File: src/glr_pkg.sv
// shared constants and types for the grid line rasterizer
`default_nettype none

package glr_pkg;

   localparam int COORD_W     = 6;
   localparam int ROW_W       = 7;
   localparam int GRID_W      = 7;
   localparam int INDEX_W     = 13;
   localparam int ERR_W       = 15;
   localparam int DCOL_W      = COORD_W;
   localparam int DROW_W      = COORD_W + 1;
   localparam int QUEUE_DEPTH = 2;

   localparam int REQ_DATA_W  = 24;
   localparam int RSP_FIELD_W = COORD_W + ROW_W + INDEX_W;
   localparam int RSP_DATA_W  = 32;
   localparam int RSP_PAD_W   = RSP_DATA_W - RSP_FIELD_W;

   localparam logic [GRID_W-1:0] GRID_SIDE_RESET = GRID_W'(10);

   // one line as it travels from the front end to the walker
   typedef struct packed {
      logic [COORD_W-1:0]        start_x;
      logic [COORD_W-1:0]        start_y;
      logic [COORD_W-1:0]        stop_x;
      logic [DCOL_W-1:0]         delta_col;
      logic signed [DROW_W-1:0]  delta_row;
   } line_type;

endpackage

`default_nettype wire

File: src/glr_queue.sv
// short line queue between the front end and the walker
`default_nettype none

module glr_queue
   import glr_pkg::*;
(
   input  wire logic     clock,
   input  wire logic     reset,
   input  wire logic     in_valid,
   output logic          in_ready,
   input  wire line_type in_line,
   output logic          out_valid,
   input  wire logic     out_ready,
   output line_type      out_line
);

   localparam int PTR_W = (QUEUE_DEPTH > 1) ? $clog2(QUEUE_DEPTH) : 1;
   localparam int CNT_W = $clog2(QUEUE_DEPTH + 1);

   line_type           slot_ff [QUEUE_DEPTH];
   logic [PTR_W-1:0]   wr_ptr_ff, wr_ptr_in;
   logic [PTR_W-1:0]   rd_ptr_ff, rd_ptr_in;
   logic [CNT_W-1:0]   count_ff, count_in;
   logic               push, pop;

   assign in_ready  = (count_ff != CNT_W'(QUEUE_DEPTH));
   assign out_valid = (count_ff != '0);
   assign out_line  = slot_ff[rd_ptr_ff];
   assign push      = in_valid && in_ready;
   assign pop       = out_valid && out_ready;

   always_comb begin
      wr_ptr_in = wr_ptr_ff;
      rd_ptr_in = rd_ptr_ff;
      count_in  = count_ff;
      if (push) begin
         wr_ptr_in = (wr_ptr_ff == PTR_W'(QUEUE_DEPTH - 1)) ? '0 : wr_ptr_ff + PTR_W'(1);
      end
      if (pop) begin
         rd_ptr_in = (rd_ptr_ff == PTR_W'(QUEUE_DEPTH - 1)) ? '0 : rd_ptr_ff + PTR_W'(1);
      end
      if (push && !pop) begin
         count_in = count_ff + CNT_W'(1);
      end else if (pop && !push) begin
         count_in = count_ff - CNT_W'(1);
      end
   end

   always_ff @(posedge clock) begin
      if (reset) begin
         wr_ptr_ff <= '0;
         rd_ptr_ff <= '0;
         count_ff  <= '0;
      end else begin
         wr_ptr_ff <= wr_ptr_in;
         rd_ptr_ff <= rd_ptr_in;
         count_ff  <= count_in;
      end
   end

   always_ff @(posedge clock) begin
      if (push) begin
         slot_ff[wr_ptr_ff] <= in_line;
      end
   end

endmodule

`default_nettype wire

File: src/glr_front.sv
// front end: takes line words, drops backward lines, queues the rest
`default_nettype none

module glr_front
   import glr_pkg::*;
(
   input  wire logic                  clock,
   input  wire logic                  reset,
   input  wire logic                  req_tvalid,
   output logic                       req_tready,
   input  wire logic [REQ_DATA_W-1:0] req_tdata,
   output logic                       line_valid,
   input  wire logic                  line_ready,
   output line_type                   line_out
);

   logic [COORD_W-1:0] start_x, start_y, end_x, end_y;
   logic               backward;
   logic               q_in_ready;
   line_type           line_in;

   assign start_x = req_tdata[COORD_W-1:0];
   assign start_y = req_tdata[2*COORD_W-1:COORD_W];
   assign end_x   = req_tdata[3*COORD_W-1:2*COORD_W];
   assign end_y   = req_tdata[4*COORD_W-1:3*COORD_W];

   assign backward = (end_x < start_x);

   always_comb begin
      line_in.start_x   = start_x;
      line_in.start_y   = start_y;
      line_in.stop_x    = end_x;
      line_in.delta_col = end_x - start_x;
      line_in.delta_row = $signed({1'b0, end_y}) - $signed({1'b0, start_y});
   end

   // backward lines are taken and dropped, they produce no points
   assign req_tready = q_in_ready;

   glr_queue u_queue (
      .clock     (clock),
      .reset     (reset),
      .in_valid  (req_tvalid && !backward),
      .in_ready  (q_in_ready),
      .in_line   (line_in),
      .out_valid (line_valid),
      .out_ready (line_ready),
      .out_line  (line_out)
   );

endmodule

`default_nettype wire

File: src/glr_back.sv
// walker: steps one column per cycle unless stalled and registers each point for output
`default_nettype none

module glr_back
   import glr_pkg::*;
(
   input  wire logic              clock,
   input  wire logic              reset,
   input  wire logic [GRID_W-1:0] grid_side,
   input  wire logic              line_valid,
   output logic                   line_ready,
   input  wire line_type          line_in,
   output logic                   rsp_tvalid,
   input  wire logic              rsp_tready,
   output logic [COORD_W-1:0]     point_x,
   output logic [ROW_W-1:0]       point_y,
   output logic [INDEX_W-1:0]     vertex_index,
   output logic                   off_grid,
   output logic                   last_point
);

   logic                     busy_ff, busy_in;
   logic [COORD_W-1:0]       cur_col_ff, cur_col_in;
   logic [ROW_W-1:0]         cur_row_ff, cur_row_in;
   logic signed [ERR_W-1:0]  err_ff, err_in;
   logic [COORD_W-1:0]       stop_col_ff, stop_col_in;
   logic [DCOL_W-1:0]        dcol_ff, dcol_in;
   logic signed [DROW_W-1:0] drow_ff, drow_in;

   logic                     rsp_valid_ff, rsp_valid_in;
   logic [COORD_W-1:0]       rsp_x_ff;
   logic [ROW_W-1:0]         rsp_y_ff;
   logic [INDEX_W-1:0]       rsp_idx_ff;
   logic                     rsp_off_ff;
   logic                     rsp_last_ff;

   logic                     load, emit, at_last, row_step;
   logic signed [ERR_W-1:0]  err_sum, twice_drow, twice_dcol, dcol_ext;
   logic [INDEX_W-1:0]       idx;
   logic                     off;

   assign line_ready = !busy_ff;
   assign load       = line_valid && !busy_ff;
   assign emit       = busy_ff && (!rsp_valid_ff || rsp_tready);
   assign at_last    = (cur_col_ff == stop_col_ff);

   assign twice_drow = {{(ERR_W-DROW_W-1){drow_ff[DROW_W-1]}}, drow_ff, 1'b0};
   assign twice_dcol = {{(ERR_W-DCOL_W-1){1'b0}}, dcol_ff, 1'b0};
   assign dcol_ext   = {{(ERR_W-DCOL_W){1'b0}}, dcol_ff};
   assign err_sum    = err_ff + twice_drow;
   assign row_step   = (err_sum >= dcol_ext);

   assign idx = INDEX_W'(cur_col_ff) * INDEX_W'(grid_side) + INDEX_W'(cur_row_ff);
   assign off = ({1'b0, cur_col_ff} >= grid_side) || (cur_row_ff >= grid_side);

   always_comb begin
      busy_in     = busy_ff;
      cur_col_in  = cur_col_ff;
      cur_row_in  = cur_row_ff;
      err_in      = err_ff;
      stop_col_in = stop_col_ff;
      dcol_in     = dcol_ff;
      drow_in     = drow_ff;
      if (load) begin
         busy_in     = 1'b1;
         cur_col_in  = line_in.start_x;
         cur_row_in  = {1'b0, line_in.start_y};
         err_in      = '0;
         stop_col_in = line_in.stop_x;
         dcol_in     = line_in.delta_col;
         drow_in     = line_in.delta_row;
      end else if (emit) begin
         err_in     = row_step ? err_sum - twice_dcol : err_sum;
         cur_row_in = row_step ? cur_row_ff + ROW_W'(1) : cur_row_ff;
         if (at_last) begin
            busy_in = 1'b0;
         end else begin
            cur_col_in = cur_col_ff + COORD_W'(1);
         end
      end
   end

   always_comb begin
      rsp_valid_in = rsp_valid_ff;
      if (emit) begin
         rsp_valid_in = 1'b1;
      end else if (rsp_tready) begin
         rsp_valid_in = 1'b0;
      end
   end

   always_ff @(posedge clock) begin
      if (reset) begin
         busy_ff      <= 1'b0;
         cur_col_ff   <= '0;
         cur_row_ff   <= '0;
         err_ff       <= '0;
         stop_col_ff  <= '0;
         dcol_ff      <= '0;
         drow_ff      <= '0;
         rsp_valid_ff <= 1'b0;
      end else begin
         busy_ff      <= busy_in;
         cur_col_ff   <= cur_col_in;
         cur_row_ff   <= cur_row_in;
         err_ff       <= err_in;
         stop_col_ff  <= stop_col_in;
         dcol_ff      <= dcol_in;
         drow_ff      <= drow_in;
         rsp_valid_ff <= rsp_valid_in;
      end
   end

   always_ff @(posedge clock) begin
      if (emit) begin
         rsp_x_ff    <= cur_col_ff;
         rsp_y_ff    <= cur_row_ff;
         rsp_idx_ff  <= idx;
         rsp_off_ff  <= off;
         rsp_last_ff <= at_last;
      end
   end

   assign rsp_tvalid   = rsp_valid_ff;
   assign point_x      = rsp_x_ff;
   assign point_y      = rsp_y_ff;
   assign vertex_index = rsp_idx_ff;
   assign off_grid     = rsp_off_ff;
   assign last_point   = rsp_last_ff;

   a_last_ends_walk: assert property (@(posedge clock) disable iff (reset)
      emit && at_last |=> !busy_ff)
      else $error("walker still busy after the last point");

   a_load_starts_walk: assert property (@(posedge clock) disable iff (reset)
      load |=> busy_ff && !line_ready)
      else $error("line taken but walker not busy");

   a_emit_fills_output: assert property (@(posedge clock) disable iff (reset)
      emit |=> rsp_valid_ff && (rsp_x_ff == $past(cur_col_ff)))
      else $error("emitted point not in output register");

   a_column_advances: assert property (@(posedge clock) disable iff (reset)
      emit && !at_last |=> cur_col_ff == $past(cur_col_ff) + COORD_W'(1))
      else $error("column did not advance by one");

   a_stall_holds_walk: assert property (@(posedge clock) disable iff (reset)
      busy_ff && !emit |=> $stable(cur_col_ff) && $stable(err_ff))
      else $error("walker moved while output stalled");

endmodule

`default_nettype wire

File: src/grid_line_rasterizer.sv
// grid line rasterizer: walks a first-octant line one column per cycle unless rsp_ stalls
//
// A line word on req_ carries start and end grid coordinates. The front end
// drops lines whose end column lies left of the start column and queues the
// rest (two lines deep). The walker emits one point word per column on rsp_,
// from start column to end column, with rsp_tlast on the final point.
// Each point carries its column, row, row plus column times grid_side, and
// in rsp_tuser a flag set when column or row is not below grid_side.
// The first point of a line passes through the queue, the walker's registers and
// the output register before rsp_tvalid rises. The walker loads a line from the
// queue, emits its points and takes no new line until it has emitted the last one.
// A stalled rsp_ holds the output register and freezes the walker; req_ keeps
// taking line words until the queue is full.
// Users write grid_side through csr_ only while the block is idle; the block does not
// enforce it. Reset sets it to 10 and empties the queue, walker and output register.
`default_nettype none

module grid_line_rasterizer
   import glr_pkg::*;
(
   input  wire logic                  clock,
   input  wire logic                  reset,
   input  wire logic                  csr_wr_en,
   input  wire logic [GRID_W-1:0]     csr_wr_data,   // grid_side
   input  wire logic                  req_tvalid,
   output logic                       req_tready,
   input  wire logic [REQ_DATA_W-1:0] req_tdata,     // start_x, start_y, end_x, end_y
   output logic                       rsp_tvalid,
   input  wire logic                  rsp_tready,
   output logic [RSP_DATA_W-1:0]      rsp_tdata,     // point_x, point_y, vertex_index, pad
   output logic                       rsp_tuser,     // off_grid
   output logic                       rsp_tlast
);

   logic [GRID_W-1:0]  grid_side_ff, grid_side_in;
   logic               line_valid, line_ready;
   line_type           line;
   logic [COORD_W-1:0] point_x;
   logic [ROW_W-1:0]   point_y;
   logic [INDEX_W-1:0] vertex_index;

   assign grid_side_in = csr_wr_en ? csr_wr_data : grid_side_ff;

   always_ff @(posedge clock) begin
      if (reset) begin
         grid_side_ff <= GRID_SIDE_RESET;
      end else begin
         grid_side_ff <= grid_side_in;
      end
   end

   glr_front u_front (
      .clock      (clock),
      .reset      (reset),
      .req_tvalid (req_tvalid),
      .req_tready (req_tready),
      .req_tdata  (req_tdata),
      .line_valid (line_valid),
      .line_ready (line_ready),
      .line_out   (line)
   );

   glr_back u_back (
      .clock        (clock),
      .reset        (reset),
      .grid_side    (grid_side_ff),
      .line_valid   (line_valid),
      .line_ready   (line_ready),
      .line_in      (line),
      .rsp_tvalid   (rsp_tvalid),
      .rsp_tready   (rsp_tready),
      .point_x      (point_x),
      .point_y      (point_y),
      .vertex_index (vertex_index),
      .off_grid     (rsp_tuser),
      .last_point   (rsp_tlast)
   );

   assign rsp_tdata = {{RSP_PAD_W{1'b0}}, vertex_index, point_y, point_x};

endmodule

`default_nettype wire

File: config.mk
export PLATFORM = sky130hd
export DESIGN_NAME = grid_line_rasterizer
export DESIGN_NICKNAME = d
export VERILOG_FILES = /design/src/glr_pkg.sv /design/src/glr_queue.sv /design/src/glr_front.sv /design/src/glr_back.sv /design/src/grid_line_rasterizer.sv
export SDC_FILE = /design/constraint.sdc
export NUM_CORES = 1
export LEC_CHECK = 0
export ABC_AREA = 1
export BUFFER_PORTS_ARGS = -buffer_cell sky130_fd_sc_hd__buf_2
export CAP_MARGIN = 20
export CELL_PAD_IN_SITES_DETAIL_PLACEMENT = 1
export CELL_PAD_IN_SITES_GLOBAL_PLACEMENT = 2
export CORE_UTILIZATION = 30
export DETAILED_ROUTE_END_ITERATION = 8
export PLACE_DENSITY_LB_ADDON = 0.1
export SYNTH_ARGS = -nofsm -noshare
export SYNTH_HDL_FRONTEND = slang
export SYNTH_SLANG_ARGS = --single-unit
File: constraint.sdc
create_clock -name clock -period 5.6 [get_ports clock]
set_input_delay 1.68 -clock clock [delete_from_list [all_inputs] [get_ports clock]]
set_output_delay 1.68 -clock clock [all_outputs]
set_load 0.005 [all_outputs]
[Word-level counts from Yosys, hierarchy flattened]
Memories as Yosys holds them, arrays and structs flattened. A register that Yosys moved wholly into a read port is not among the register bits.
Index checks and enable logic that the tools add are counted.
Cells by class
  add/subtract/negate cells: 11
  $mul: 1
  order comparisons: 4
  equal/unequal tests: 3
  muxes and demuxes: 20
  reductions and logical operators: 24
Operators with widths (count)
  two-way mux 6 bit: 6
  adder 15 x 8 -> 15 bit: 1
  greater-or-equal comparator 15 x 7 -> 1 bit: 1
  two-way mux 15 bit: 1
  subtractor 15 x 8 -> 15 bit: 1
  adder 13 x 7 -> 13 bit: 1
  multiplier 6 x 7 -> 13 bit: 1
  nonzero test 2 bit: 6
  two-way mux 1 bit: 11
  AND reduction 2 bit: 4
  adder 7 x 1 -> 7 bit (second input constant): 1
  greater-or-equal comparator 6 x 7 -> 1 bit: 1
  greater-or-equal comparator 7 bit: 1
  subtractor 6 x 6 -> 7 bit: 1
  adder 6 x 1 -> 6 bit (second input constant): 1
  == test 6 bit: 1
  logical AND 1 bit: 6
  < comparator 6 bit: 1
  subtractor 6 bit: 1
  logical NOT 1 bit: 5
  two-way mux 2 bit: 2
  inequality test 2 bit (second input constant): 2
  adder 1 bit (second input constant): 2
  adder 2 x 1 -> 2 bit (second input constant): 1
  other kinds (3): 4
Storage, ports and cells
  register bits: 88
  memory bits (writable): 62
  input bits: 36
  output and inout bits: 36
  word-level logic and storage cells: 82
  memories kept: 1
Memory list
  u_front.u_queue.slot_ff: depth 2, width 31, read ports 1, clocked after memory_dff 1, write ports 1, line glr_queue.sv:20  | line_type slot_ff [QUEUE_DEPTH];

[Logic depth before layout (Yosys ltp)]
Gate-level depths: netlist (run 1).
  word-level depth: 8
  depth in mapped cells: 22
  gate-level depth less buffers: 21

[By module]
Synthesis (run 1) repeated with hierarchy kept, for this count alone.
Second synthesis, totals
  cell total of the unflattened synthesis: 1137
  area, all modules: 9813.2 um^2
By module, submodules not included
  glr_back: instances 1, cells each 860, area each 6448.7 um^2, seq. area each 1801.7 um^2
  glr_queue: instances 1, cells each 133, area each 2483.6 um^2, seq. area each 1961.9 um^2
  glr_front: instances 1, cells each 96, area each 554.3 um^2, seq. area each 0.0 um^2
  grid_line_rasterizer: instances 1, cells each 48, area each 326.6 um^2, seq. area each 140.1 um^2

[Worst setup path before layout (run 1)]
Ideal clock, no wire load.
  path type: input-to-reg
  start point: input port req_tdata[12]
  end point: memory u_front.u_queue.slot_ff[1][0] in the netlist's numbering, enable pin
  setup time: 0.420 ns
  arrival time: 4.386 ns
  data required time: 5.180 ns
  path slack: 0.793 ns
  cell stages on the path: 10
  buffers on the path: 0
  cells stage by stage: inv_1 > ha_1 > fa_1 > o21ai_0 > a21oi_1 > inv_1 > a21oi_1 > nor3_1 > inv_1 > nor2_1
On the way
  cells in the longest elaborated chain, start to end: 6
Ends and longest elaborated chain
  from (decl): line grid_line_rasterizer.sv:27  | input wire logic [REQ_DATA_W-1:0] req_tdata,
  < comparator 6 bit: line glr_front.sv:27  | assign backward = (end_x < start_x);
  logical NOT 1 bit: line glr_front.sv:43  | .in_valid (req_tvalid && !backward),
  logical AND 1 bit: line glr_front.sv:43
  logical AND 1 bit: line glr_queue.sv:29  | assign push = in_valid && in_ready;
  via u_front.u_queue.push: line glr_queue.sv:24  | logic push, pop;
  two-way mux 1 bit: line glr_queue.sv:62  | if (push) begin
  two-way mux 1 bit (implied by the code): line glr_queue.sv:63  | slot_ff[wr_ptr_ff] <= in_line;
  to (decl): line glr_queue.sv:20
The timed path passes the listed nets, and every way through them passes these cells.

[Final worst setup path (run 1)]
  start point: register u_back.cur_col_ff[5]
  end point: register u_back.rsp_idx_ff[12], in the netlist u_back.vertex_index[12], data pin
On the way
  cells in the longest elaborated chain, start to end: 2
Ends and longest elaborated chain
  from (decl): line glr_back.sv:23  | logic [COORD_W-1:0] cur_col_ff, cur_col_in;
  from (signal assigned): line glr_back.sv:104  | cur_col_ff <= cur_col_in;
  multiplier 6 x 7 -> 13 bit: line glr_back.sv:53  | assign idx = INDEX_W'(cur_col_ff) * INDEX_W'(grid_side) + INDEX_W'(cur_row_ff);
  adder 13 x 7 -> 13 bit: line glr_back.sv:53
  via u_back.idx[12]: line glr_back.sv:39  | logic [INDEX_W-1:0] idx;
  to (signal assigned): line glr_back.sv:118  | rsp_idx_ff <= idx;
  to (decl): line glr_back.sv:33  | logic [INDEX_W-1:0] rsp_idx_ff;
The timed path passes the listed nets, and every way through them passes these cells.
A chain may end at the register's enable or synchronous reset.

==> results by group, run 1 <==
Logic synthesis
  – Avg Cell Area, Syn: 8.66 sq um
  – Syn Inst Count: 1088
  – Mapped Area: 9430 sq um
  – Synth warnings: 0
  – Synth cell types: 46
  – Post-synthesis register bit count: 150
  – Register area share after synthesis: 0.414

Place
  – Gpl congestion: 0.767
  – DP Wirelength: 18300 um
  – Place WS: 899 ps
  – Buffers on Ports: 65

Floorplan
  – Die footprint: 32100 sq um
  – # IOs: 72
  – Chip Height: 179 um
  – Starting Density: 0.307
  – DIE WIDTH: 179 um
  – Row cnt: 64
  – Placeable Area: 30700 sq um

Critical path
  – Critical Path Sink Type: flop
  – Critical Path RT: 5790 ps
  – CP startpoint kind: flop
  – CP cell instances: nand2_1, fa_1, fa_1, inv_1, fa_1, inv_1, fa_1, inv_1, ha_1, a21oi_1, o21ai_0, a21oi_1, o21ai_0, a21oi_1, nor2_1, nor2_1, xor2_1
  – CP max-delay cell: dfxtp_1
  – CP Class: reg -> reg
  – Worst path most repeated cell: fa_1
  – Critical path fanouts, max: 13
  – CP arrival: 4860 ps
  – Largest stage delay on the critical path: 690 ps

Timing
  – Setup TNS: 0 ps
  – WHS: 469 ps
  – Min cycle time layout: 4680 ps
  – Part of the cycle the worst path needs: 0.835
  – Unrepaired setup endpoints after global routing: no
  – Setup ws final: 922 ps
  – Layout Skew: 9.76 ps
  – Max-slew headroom: 0.590
  – Final hold vios: 0
  – Final setup vio count: 0
  – Peak Freq: 214 MHz
  – Slew @ Worst Pin: 615 ps
  – Slew Limit Fails: 0

CTS
  – Maximum clock insertion buffer count: 2
  – TritonCTS buffer count: 17
  – Worst-Skew Late Latency: 430 ps
  – H-tree level count: 4
  – Cts hold-fix bufs: 0
  – PostCTS Resize Cnt: 0
  – Total setup buffers inserted after CTS: 0
  – Clock sink count: 150
  – Root Buffer: clkbuf_16
  – Clock transition at path regs: 70 ps
  – TritonCTS clock tree: built

Cells and area
  – Layout cell share with drive strength beyond 1: 0.122
  – # fillers: 3680
  – Nets: 1305
  – Syn-to-layout area delta: 14.1%
  – Antenna cells: 0

Detailed routing
  – Remaining antenna violation count: 0
  – Via count: 7062
  – Drt first-iter violations: 197
  – Vias/cell: 4.53
  – DR DRC count: 8
  – Routed length per instance: 15.3 um
  – Post-Route WL: 23900 um
  – First-pass DRT Iterations: 6

Flow run
  – Maxcap violations: 0

GRT
  – Largest net degree at the start of global routing: 56
  – Vias in the first global route: 7207
  – Initial antenna violation count: 0
  – GRT Total Usage: 0.160
  – First-pass GRT wire length: 38900 um
  – Total gr overflow: 0

Hold path
  – Min-Delay Path Class: reg -> reg

Power
  – Total power: 5.68 mW
  – Peak supply drop: 0.194 mV
  – Leakage power: 5.18 nW
  – Pwr dens: 528 nW/um^2

Run status
  – Failing checks: design-rule violations
  – Outcome: finished, violations left
==> metal layers <==
layer / share of wire / vias to the layer above / global-route usage
met5: 0 / - / 0
met4: 0.010 / 0 / 0.0431
met3: 0.020 / 14 / 0.0261
met2: 0.46 / 62 / 0.259
met1: 0.51 / 3313 / 0.220
li1: - / 3673 / -
==> synthesized netlist by cell type, drive strengths merged <==
cell	instances	share of area
a211oi	1	0.00080
a21boi	2	0.0016
a21oi	61	0.033
a221oi	1	0.00093
a22oi	1	0.00080
a31oi	28	0.019
and2	1	0.00066
buf	15	0.010
clkbuf	22	0.0088
conb	1	0.00040
dfxtp	60	0.13
edfxtp	90	0.29
fa	29	0.062
ha	89	0.12
inv	175	0.070
mux2i	3	0.0032
nand2	260	0.11
nand3	58	0.032
nand3b	1	0.00080
nand4	6	0.0040
nor2	68	0.031
nor3	4	0.0021
nor3b	1	0.00080
o2111ai	1	0.00093
o211ai	4	0.0032
o21a	7	0.0056
o21ai	54	0.029
o21bai	2	0.0016
o31ai	1	0.00080
o32ai	1	0.00093
or2	5	0.0033
xnor2	11	0.010
xor2	25	0.024
==> where the power goes <==
part           internal (mW)  total, mW  switching [mW]
registers               1.49       1.69           0.198
clock network          0.619       1.12           0.501
logic                   1.04       2.87            1.84
==> worst max-delay path, delay by kind of cell, from the launching register on <==
kind,cells,cell delay (ps)
adders and majority gates,5,2420
and+or+nand+nor,3,310
AOI/OAI and AO/OA,5,800
buffers and inverters,3,140
DFF,1,690
xor gates and xnor gates,1,70
==> state kept, by name, indices dropped and copies added, names as in the netlist, named ones only <==
register	count
u_back.cur_row_ff	7
u_back.stop_col_ff	6
u_back.err_ff	14
u_back.point_y	7
u_front.u_queue.wr_ptr_ff	1
u_back.off_grid	1
u_back.dcol_ff	6
u_back.vertex_index	13
u_back.point_x	6
u_back.drow_ff	7
u_front.u_queue.slot_ff	62
u_front.u_queue.count_ff	2
u_front.u_queue.rd_ptr_ff	1
grid_side_ff	7
u_back.rsp_tvalid	1
u_back.cur_col_ff	6
u_back.busy_ff	1
u_back.last_point	1
==> area by class of cell <==
type,count,area (sq um),share of cell area
Clock buffer,20,468,0.0435
Clock inverter,12,101,0.00942
Inverter,175,657,0.0611
Multi-Input combinational cell,731,4710,0.438
Sequential cell,150,3900,0.363
Tap cell,396,495,0.0461
Timing Repair Buffer,76,415,0.0386
==> logic make-up (layout without fill, tap and decap cells) <==
| logic type | after synthesis | in the layout | synth area share |
|---|---|---|---|
| AO/OA/AOI/OAI | 164 | 164 | 0.0980 |
| XOR/XNOR | 36 | 36 | 0.0342 |
| adder cells (fa/ha/maj) | 118 | 118 | 0.180 |
| buffers and inverters | 212 | 283 | 0.0889 |
| flip-flops | 150 | 150 | 0.414 |
| multiplexers | 3 | 3 | 0.00319 |
| other | 1 | 6 | 0.000398 |
| AND/OR/NAND/NOR | 404 | 404 | 0.181 |
==> cells in the final DEF (no fill, tap or decap), drive strengths merged <==
cell	instances
o21a	7
nand3	58
o21bai	2
clkinv	2
a211oi	1
inv	184
clkinvlp	1
a21oi	61
conb	6
a21boi	2
nand4	6
o32ai	1
fa	29
a31oi	28
nor3	4
nor2	68
edfxtp	90
o211ai	4
clkbuf	20
a221oi	1
a22oi	1
nand3b	1
o2111ai	1
buf	76
o31ai	1
and2	1
o21ai	54
dfxtp	60
xor2	25
nor3b	1
or2	5
ha	89
nand2	260
xnor2	11
mux2i	3
==> metrics by stage <==
| step | instances | instance area (sq um) | utilization |
|---|---|---|---|
| after floorplan | 1093 | 9440 | - |
| after global placement | 1527 | 10200 | 0.331 |
| after detailed placement | 1527 | 10200 | 0.331 |
| after CTS | 1559 | 10700 | 0.349 |
| after global routing | 1560 | 10800 | 0.350 |
| final | 1560 | 10800 | 0.350 |
==> final timing paths <==
kind         cells after the start                      end                 start  slack (ps)
max                             17  u_back.vertex_index[12]  u_back.cur_col_ff[5]         920
min                              2         u_back.err_ff[1]      u_back.err_ff[1]         470
max reg2reg                     17  u_back.vertex_index[12]  u_back.cur_col_ff[5]         920
min reg2reg                      2         u_back.err_ff[1]      u_back.err_ff[1]         470
No activity file was read; power rests on OpenSTA's default activity.
==> inputs of run 2 (changes only) <==
ABC_AREA = 0   (was 1)
clock period = 4.25 ns   (was 5.6 ns; I/O delays follow)
==> results by group, run 2 <==
Timing
  – Unrepaired setup endpoints after global routing: yes
  – Final setup vio count: 0 (unchanged)
  – Final hold vios: 0 (unchanged)
  – Min cycle time layout: 4120 ps (-554 ps)
  – Peak Freq: 242 MHz (+13%)
  – Layout Skew: 12.3 ps (+2.58 ps)
  – Max-slew headroom: 0.336 (-0.254)
  – Slew Limit Fails: 0 (unchanged)
  – Slew @ Worst Pin: 996 ps (+381 ps)
  – Part of the cycle the worst path needs: 0.970 (+0.135)

Detailed routing
  – Vias/cell: 4.73 (+4.6%)
  – Remaining antenna violation count: 0 (unchanged)
  – Via count: 6263 (-11%)
  – Drt first-iter violations: 222 (+13%)
  – Post-Route WL: 21800 um (-9.0%)
  – First-pass DRT Iterations: 4 (-2)
  – Routed length per instance: 16.5 um (+7.3%)
  – DR DRC count: 0 (-8)

Place
  – DP Wirelength: 16900 um (-7.8%)
  – Gpl congestion: 0.797 (+3.8%)
  – Buffers on Ports: 65 (unchanged)
  – Cell Area, Placed: 10000 sq um (-1.4%)

Floorplan
  – # IOs: 72 (unchanged)
  – Starting Density: 0.307 (+0.000402)
  – DIE WIDTH: 177 um (-1.5%)
  – Row cnt: 63 (-1.6%)
  – Placeable Area: 29800 sq um (-3.1%)
  – Die footprint: 31200 sq um (-2.9%)
  – Chip Height: 177 um (-1.5%)

Power
  – Logic pwr share: 0.534 (+0.028)
  – Total power: 8.03 mW (+41%)
  – Clock power share: 0.182 (-0.015)
  – Leakage power: 4.61 nW (-11%)
  – Sequential share of power: 0.284 (-0.013)
  – Peak supply drop: 0.280 mV (+45%)
  – Int Pwr: 4.58 mW (+46%)
  – Pwr dens: 754 nW/um^2 (+43%)
  – P_sw: 3.45 mW (+36%)
  – Switching part of the total power: 0.429 (-0.0176)

CTS
  – Root Buffer: clkbuf_16
  – Cts hold-fix bufs: 0 (unchanged)
  – Clock transition at path regs: 70 ps (about the same)
  – TritonCTS clock tree: built
  – Maximum clock insertion buffer count: 2 (unchanged)
  – TritonCTS buffer count: 17 (unchanged)
  – Worst-Skew Late Latency: 430 ps (about the same)
  – Clock sink count: 150 (unchanged)
  – H-tree level count: 4 (unchanged)

GRT
  – First-pass GRT wire length: 35500 um (-8.8%)
  – Initial antenna violation count: 0 (unchanged)
  – Vias in the first global route: 6664 (-7.5%)
  – Largest net degree at the start of global routing: 47 (-16%)
  – Total gr overflow: 0 (unchanged)
  – GRT Total Usage: 0.147 (-0.0138)

Critical path
  – Critical path fanouts, max: 5 (-8)
  – CP Class: reg -> reg
  – CP startpoint kind: flop
  – Critical Path RT: 4420 ps (-1370 ps)
  – CP arrival: 4300 ps (-560 ps)
  – Critical Path Sink Type: flop

Logic synthesis
  – Synth warnings: 0 (unchanged)
  – Post-synth top cells: edfxtp_1, ha_1, inv_1, dfxtp_1, nor2_1
  – Synth area leader: edfxtp_1
  – Area contributors post-synth: edfxtp_1, dfxtp_1, ha_1
  – Register area share after synthesis: 0.427 (+0.0127)
  – Synth top area share: 0.296 (+0.00879)
  – Synth cell types: 61 (+33%)
  – Count leader, synth: edfxtp_1
  – Async S/R FF share, synth: 0 (unchanged)
  – Avg Cell Area, Syn: 10.9 sq um (+26%)
  – EDFF count, synth: 90 (unchanged)
  – Syn Inst Count: 841 (-23%)
  – Mapped Area: 9150 sq um (-3.0%)
  – Post-synthesis register bit count: 150 (unchanged)
  – Top_reg_cell synth: edfxtp_1

Cells and area
  – Max FFs per register: 62 (unchanged)
  – Commonest non-fill, non-tap cells in the layout: edfxtp_1, ha_1, inv_1
  – Largest Register: u_front.u_queue.slot_ff
  – Leading cell type in the layout, fill and taps excluded: edfxtp_1
  – Antenna cells: 0 (unchanged)
  – Syn-to-layout area delta: 16.4%
  – Layout cell share with drive strength beyond 1: 0.162 (+0.0399)
  – Design area: 10600 sq um (-1.0%)
  – Nets: 1074 (-18%)

Run status
  – Outcome: finished, final reports clean

Hold path
  – Min-Delay Path Class: reg -> reg

Flow run
  – Maxcap violations: 0 (unchanged)
==> run 2: power by group through the flow <==
stage	logic [mW]	registers (mW)	clock network [mW]
6_report	4.29	2.28	1.46
5_1_grt	4.82	2.34	1.57
4_1_cts	4.31	2.29	1.51
3_5_place_dp	4.27	2.32	0
3_3_place_gp	4.18	2.31	0
2_1_floorplan	3.23	2.21	0
==> run 2: cell type report <==
class / count / area (sq um)
Fill cell: 3321 / 19100
Multi-Input combinational cell: 589 / 4880
Sequential cell: 150 / 3910
Timing Repair Buffer: 92 / 541
Tap cell: 390 / 488
Clock buffer: 18 / 429
Inverter: 70 / 263
Clock inverter: 14 / 139
==> run 2: worst paths after layout <==
kind / cells past startpoint / end / slack [ps] / from
max: 14 / u_back.vertex_index[11] / 130 / grid_side_ff[1]
min: 1 / u_back.err_ff[6] / 510 / u_back.err_ff[6]
max reg2reg: 14 / u_back.vertex_index[11] / 130 / grid_side_ff[1]
min reg2reg: 1 / u_back.err_ff[6] / 510 / u_back.err_ff[6]
==> run 2: layer usage <==
metal,wire length (um),part of all wire,GRT usage,vias to the layer above
met3,471,0.022,0.0213,21
met4,289,0.013,0.0449,0
met1,10500,0.48,0.188,3021
met5,0,0,0,-
met2,10500,0.48,0.253,76
li1,-,-,-,3145
==> run 2: repair_timing <==
action                                  CTS  global route
pin swaps                                 0             3
endpoints found under the setup margin    2             3
resized for setup                         2             6
buffers inserted                          0             1
==> run 2: cells by family (layout without fill, tap and decap cells) <==
| kind of cell | count (synthesis) | after routing | synth area share |
|---|---|---|---|
| buffers and inverters | 107 | 194 | 0.0484 |
| AND/OR/NAND/NOR | 196 | 196 | 0.108 |
| XOR/XNOR | 52 | 52 | 0.0527 |
| flip-flops | 150 | 150 | 0.427 |
| other | 1 | 6 | 0.000410 |
| AO/OA/AOI/OAI | 179 | 179 | 0.136 |
| adder cells (fa/ha/maj) | 118 | 118 | 0.185 |
| multiplexers | 38 | 38 | 0.0419 |
==> run 2: critical path, stage by stage, from the launching register on <==
cell and delay (ps):
dfxtp_1 310, buf_4 150, and2_1 180, fa_1 520, fa_1 520, fa_1 540
inv_1 50, fa_1 490, inv_1 40, ha_1 340, a21oi_2 180, o21bai_1 90
a21oi_2 180, mux2i_1 190, nand3_1 80
==> run 2: stage by stage <==
stage	setup TNS (ps)	hold WS [ps]	instances	worst slack, ps	util
floorplan	0	453	846	15.9	-
global placement	0	483	1290	33.2	0.337
detailed placement	-40.8	496	1290	-25.1	0.337
CTS	0	512	1322	7.42	0.356
global route	-88.4	534	1323	-51.5	0.357
finish	0	506	1323	126	0.357
==> inputs of run 3 (changes only) <==
CORE_MARGIN = 10   (was unset)
==> results by group, run 3 (synthesis results as in run 2) <==
Run status
  – Outcome: finished, final reports clean

Critical path
  – CP startpoint kind: flop
  – CP arrival: 4220 ps (-80 ps)
  – Critical Path Sink Type: flop
  – CP Class: reg -> reg
  – Critical Path RT: 4420 ps (about the same)
  – Critical path fanouts, max: 3 (-2)

Detailed routing
  – Vias/cell: 4.77 (+0.80%)
  – Met1 wire length: 11000 um (+4.9%)
  – DR DRC count: 0 (unchanged)
  – First-pass DRT Iterations: 4 (unchanged)
  – Remaining antenna violation count: 0 (unchanged)
  – Routed length per instance: 17.4 um (+5.4%)
  – Top Metal Used: met4
  – Met3 routed WL: 734 um (+56%)
  – Via count: 6332 (+1.1%)
  – Met2 wire length: 11100 um (+5.5%)
  – Post-Route WL: 23000 um (+5.7%)
  – Drt first-iter violations: 205 (-7.7%)

Power
  – Logic pwr share: 0.538 (+0.004)
  – P_sw: 3.48 mW (+0.98%)
  – Clock power share: 0.182 (about the same)
  – Total power: 8.16 mW (+1.6%)
  – Switching part of the total power: 0.427 (-0.00242)
  – Peak supply drop: 0.370 mV (+32%)
  – Int Pwr: 4.68 mW (+2.0%)
  – Leakage power: 4.63 nW (+0.48%)
  – Sequential share of power: 0.281 (-0.003)
  – Pwr dens: 763 nW/um^2 (+1.1%)

Floorplan
  – # IOs: 72 (unchanged)
  – DIE WIDTH: 195 um (+10%)
  – Starting Density: 0.306 (-0.000810)
  – Chip Height: 195 um (+10%)
  – Die footprint: 37900 sq um (+21%)
  – Placeable Area: 29900 sq um (+0.26%)
  – Row cnt: 63 (unchanged)

Cells and area
  – Layout cell share with drive strength beyond 1: 0.168 (+0.00571)
  – Nets: 1078 (+0.37%)
  – Commonest non-fill, non-tap cells in the layout: edfxtp_1, ha_1, inv_1
  – Antenna cells: 0 (unchanged)
  – Register area: 3910 sq um (unchanged)
  – Leading cell type in the layout, fill and taps excluded: edfxtp_1
  – # fillers: 3305 (-0.48%)
  – Max FFs per register: 62 (unchanged)
  – Syn-to-layout area delta: 16.9%
  – Largest Register: u_front.u_queue.slot_ff
  – Design area: 10700 sq um (+0.43%)
  – Multi-input gate area: 4890 sq um (+0.33%)
  – Final Util: 0.358 (+0.000607)

Place
  – Buffers on Ports: 65 (unchanged)
  – Cell Area, Placed: 10100 sq um (+0.22%)
  – Gpl congestion: 0.790 (-0.79%)
  – DP Wirelength: 17900 um (+6.0%)

Timing
  – Layout Skew: 16.9 ps (+4.60 ps)
  – Min cycle time layout: 4050 ps (-69.8 ps)
  – Max-slew headroom: 0.323 (-0.0127)
  – Part of the cycle the worst path needs: 0.954 (-0.0164)
  – Slew Limit Fails: 0 (unchanged)
  – Unrepaired setup endpoints after global routing: no
  – Final setup vio count: 0 (unchanged)
  – Slew @ Worst Pin: 1010 ps (+19.0 ps)
  – Final hold vios: 0 (unchanged)
  – Peak Freq: 247 MHz (+1.7%)
  – WHS: 513 ps (+7.60 ps)

GRT
  – GRT Total Usage: 0.121 (-0.0254)
  – Initial antenna violation count: 0 (unchanged)
  – First-pass GRT wire length: 37300 um (+5.2%)
  – Vias in the first global route: 6713 (+0.74%)
  – Largest net degree at the start of global routing: 53 (+13%)
  – Total gr overflow: 0 (unchanged)

CTS
  – Maximum clock insertion buffer count: 2 (unchanged)
  – Root Buffer: clkbuf_16
  – Worst-Skew Late Latency: 430 ps (about the same)
  – TritonCTS buffer count: 17 (unchanged)
  – H-tree level count: 4 (unchanged)
  – Clock transition at path regs: 70 ps (about the same)
  – Clock sink count: 150 (unchanged)
  – TritonCTS clock tree: built

Flow run
  – Maxcap violations: 0 (unchanged)

Hold path
  – Min-Delay Path Class: reg -> reg
==> run 3: worst paths after layout <==
path | from | end | slack, ps | cells after the start
max | u_back.cur_col_ff[2] | u_back.vertex_index[11] | 200 | 17
min reg2reg | u_back.dcol_ff[5] | u_back.dcol_ff[5] | 510 | 2
max reg2reg | u_back.cur_col_ff[2] | u_back.vertex_index[11] | 200 | 17
min | u_back.dcol_ff[5] | u_back.dcol_ff[5] | 510 | 2
==> run 3: final cells by class <==
class,count,share of cell area
Multi-Input combinational cell,589,0.458
Clock buffer,18,0.0401
Inverter,70,0.0246
Timing Repair Buffer,96,0.0534
Tap cell,390,0.0456
Clock inverter,14,0.0130
Sequential cell,150,0.366
==> run 3: layer usage <==
| layer | up-vias | track usage |
|---|---|---|
| met5 | - | 0 |
| met4 | 0 | 0.0273 |
| met3 | 16 | 0.0241 |
| met2 | 67 | 0.202 |
| met1 | 3094 | 0.157 |
| li1 | 3155 | - |
==> run 3: what timing repair did <==
action | 4_1_cts | 5_1_grt
hold buffers | 0 | 0
gates cloned | 0 | 0
setup buffers | 0 | 2
pin swaps | 1 | 6
setup endpoints to repair | 1 | 4
resized for setup | 3 | 8
endpoints found under the hold margin | 0 | 0
==> run 3: stage by stage <==
step	worst slack [ps]	std cells	setup TNS (ps)
floorplan	15.9	846	0
global placement	47.0	1293	0
detailed placement	-23.8	1293	-23.8
CTS	6.22	1325	0
global route	19.8	1327	0
finish	196	1327	0
==> run 3: power groups by stage <==
stage	Sequential [mW]	Clock [mW]	Combinational [mW]
6_report	2.29	1.48	4.39
5_1_grt	2.35	1.58	5.00
4_1_cts	2.30	1.53	4.37
3_5_place_dp	2.33	0	4.33
3_3_place_gp	2.31	0	4.23
2_1_floorplan	2.21	0	3.23
==> run 3: worst max-delay path, stage by stage, from the launching register on <==
cell	delay, ps
dfxtp_1	320
and2_1	170
fa_1	530
inv_1	50
fa_1	470
inv_1	60
fa_1	490
inv_1	60
fa_1	490
inv_1	60
ha_4	240
inv_1	70
o21bai_2	80
a21oi_2	150
o21bai_1	90
a21oi_2	200
mux2i_1	200
nand3_1	80
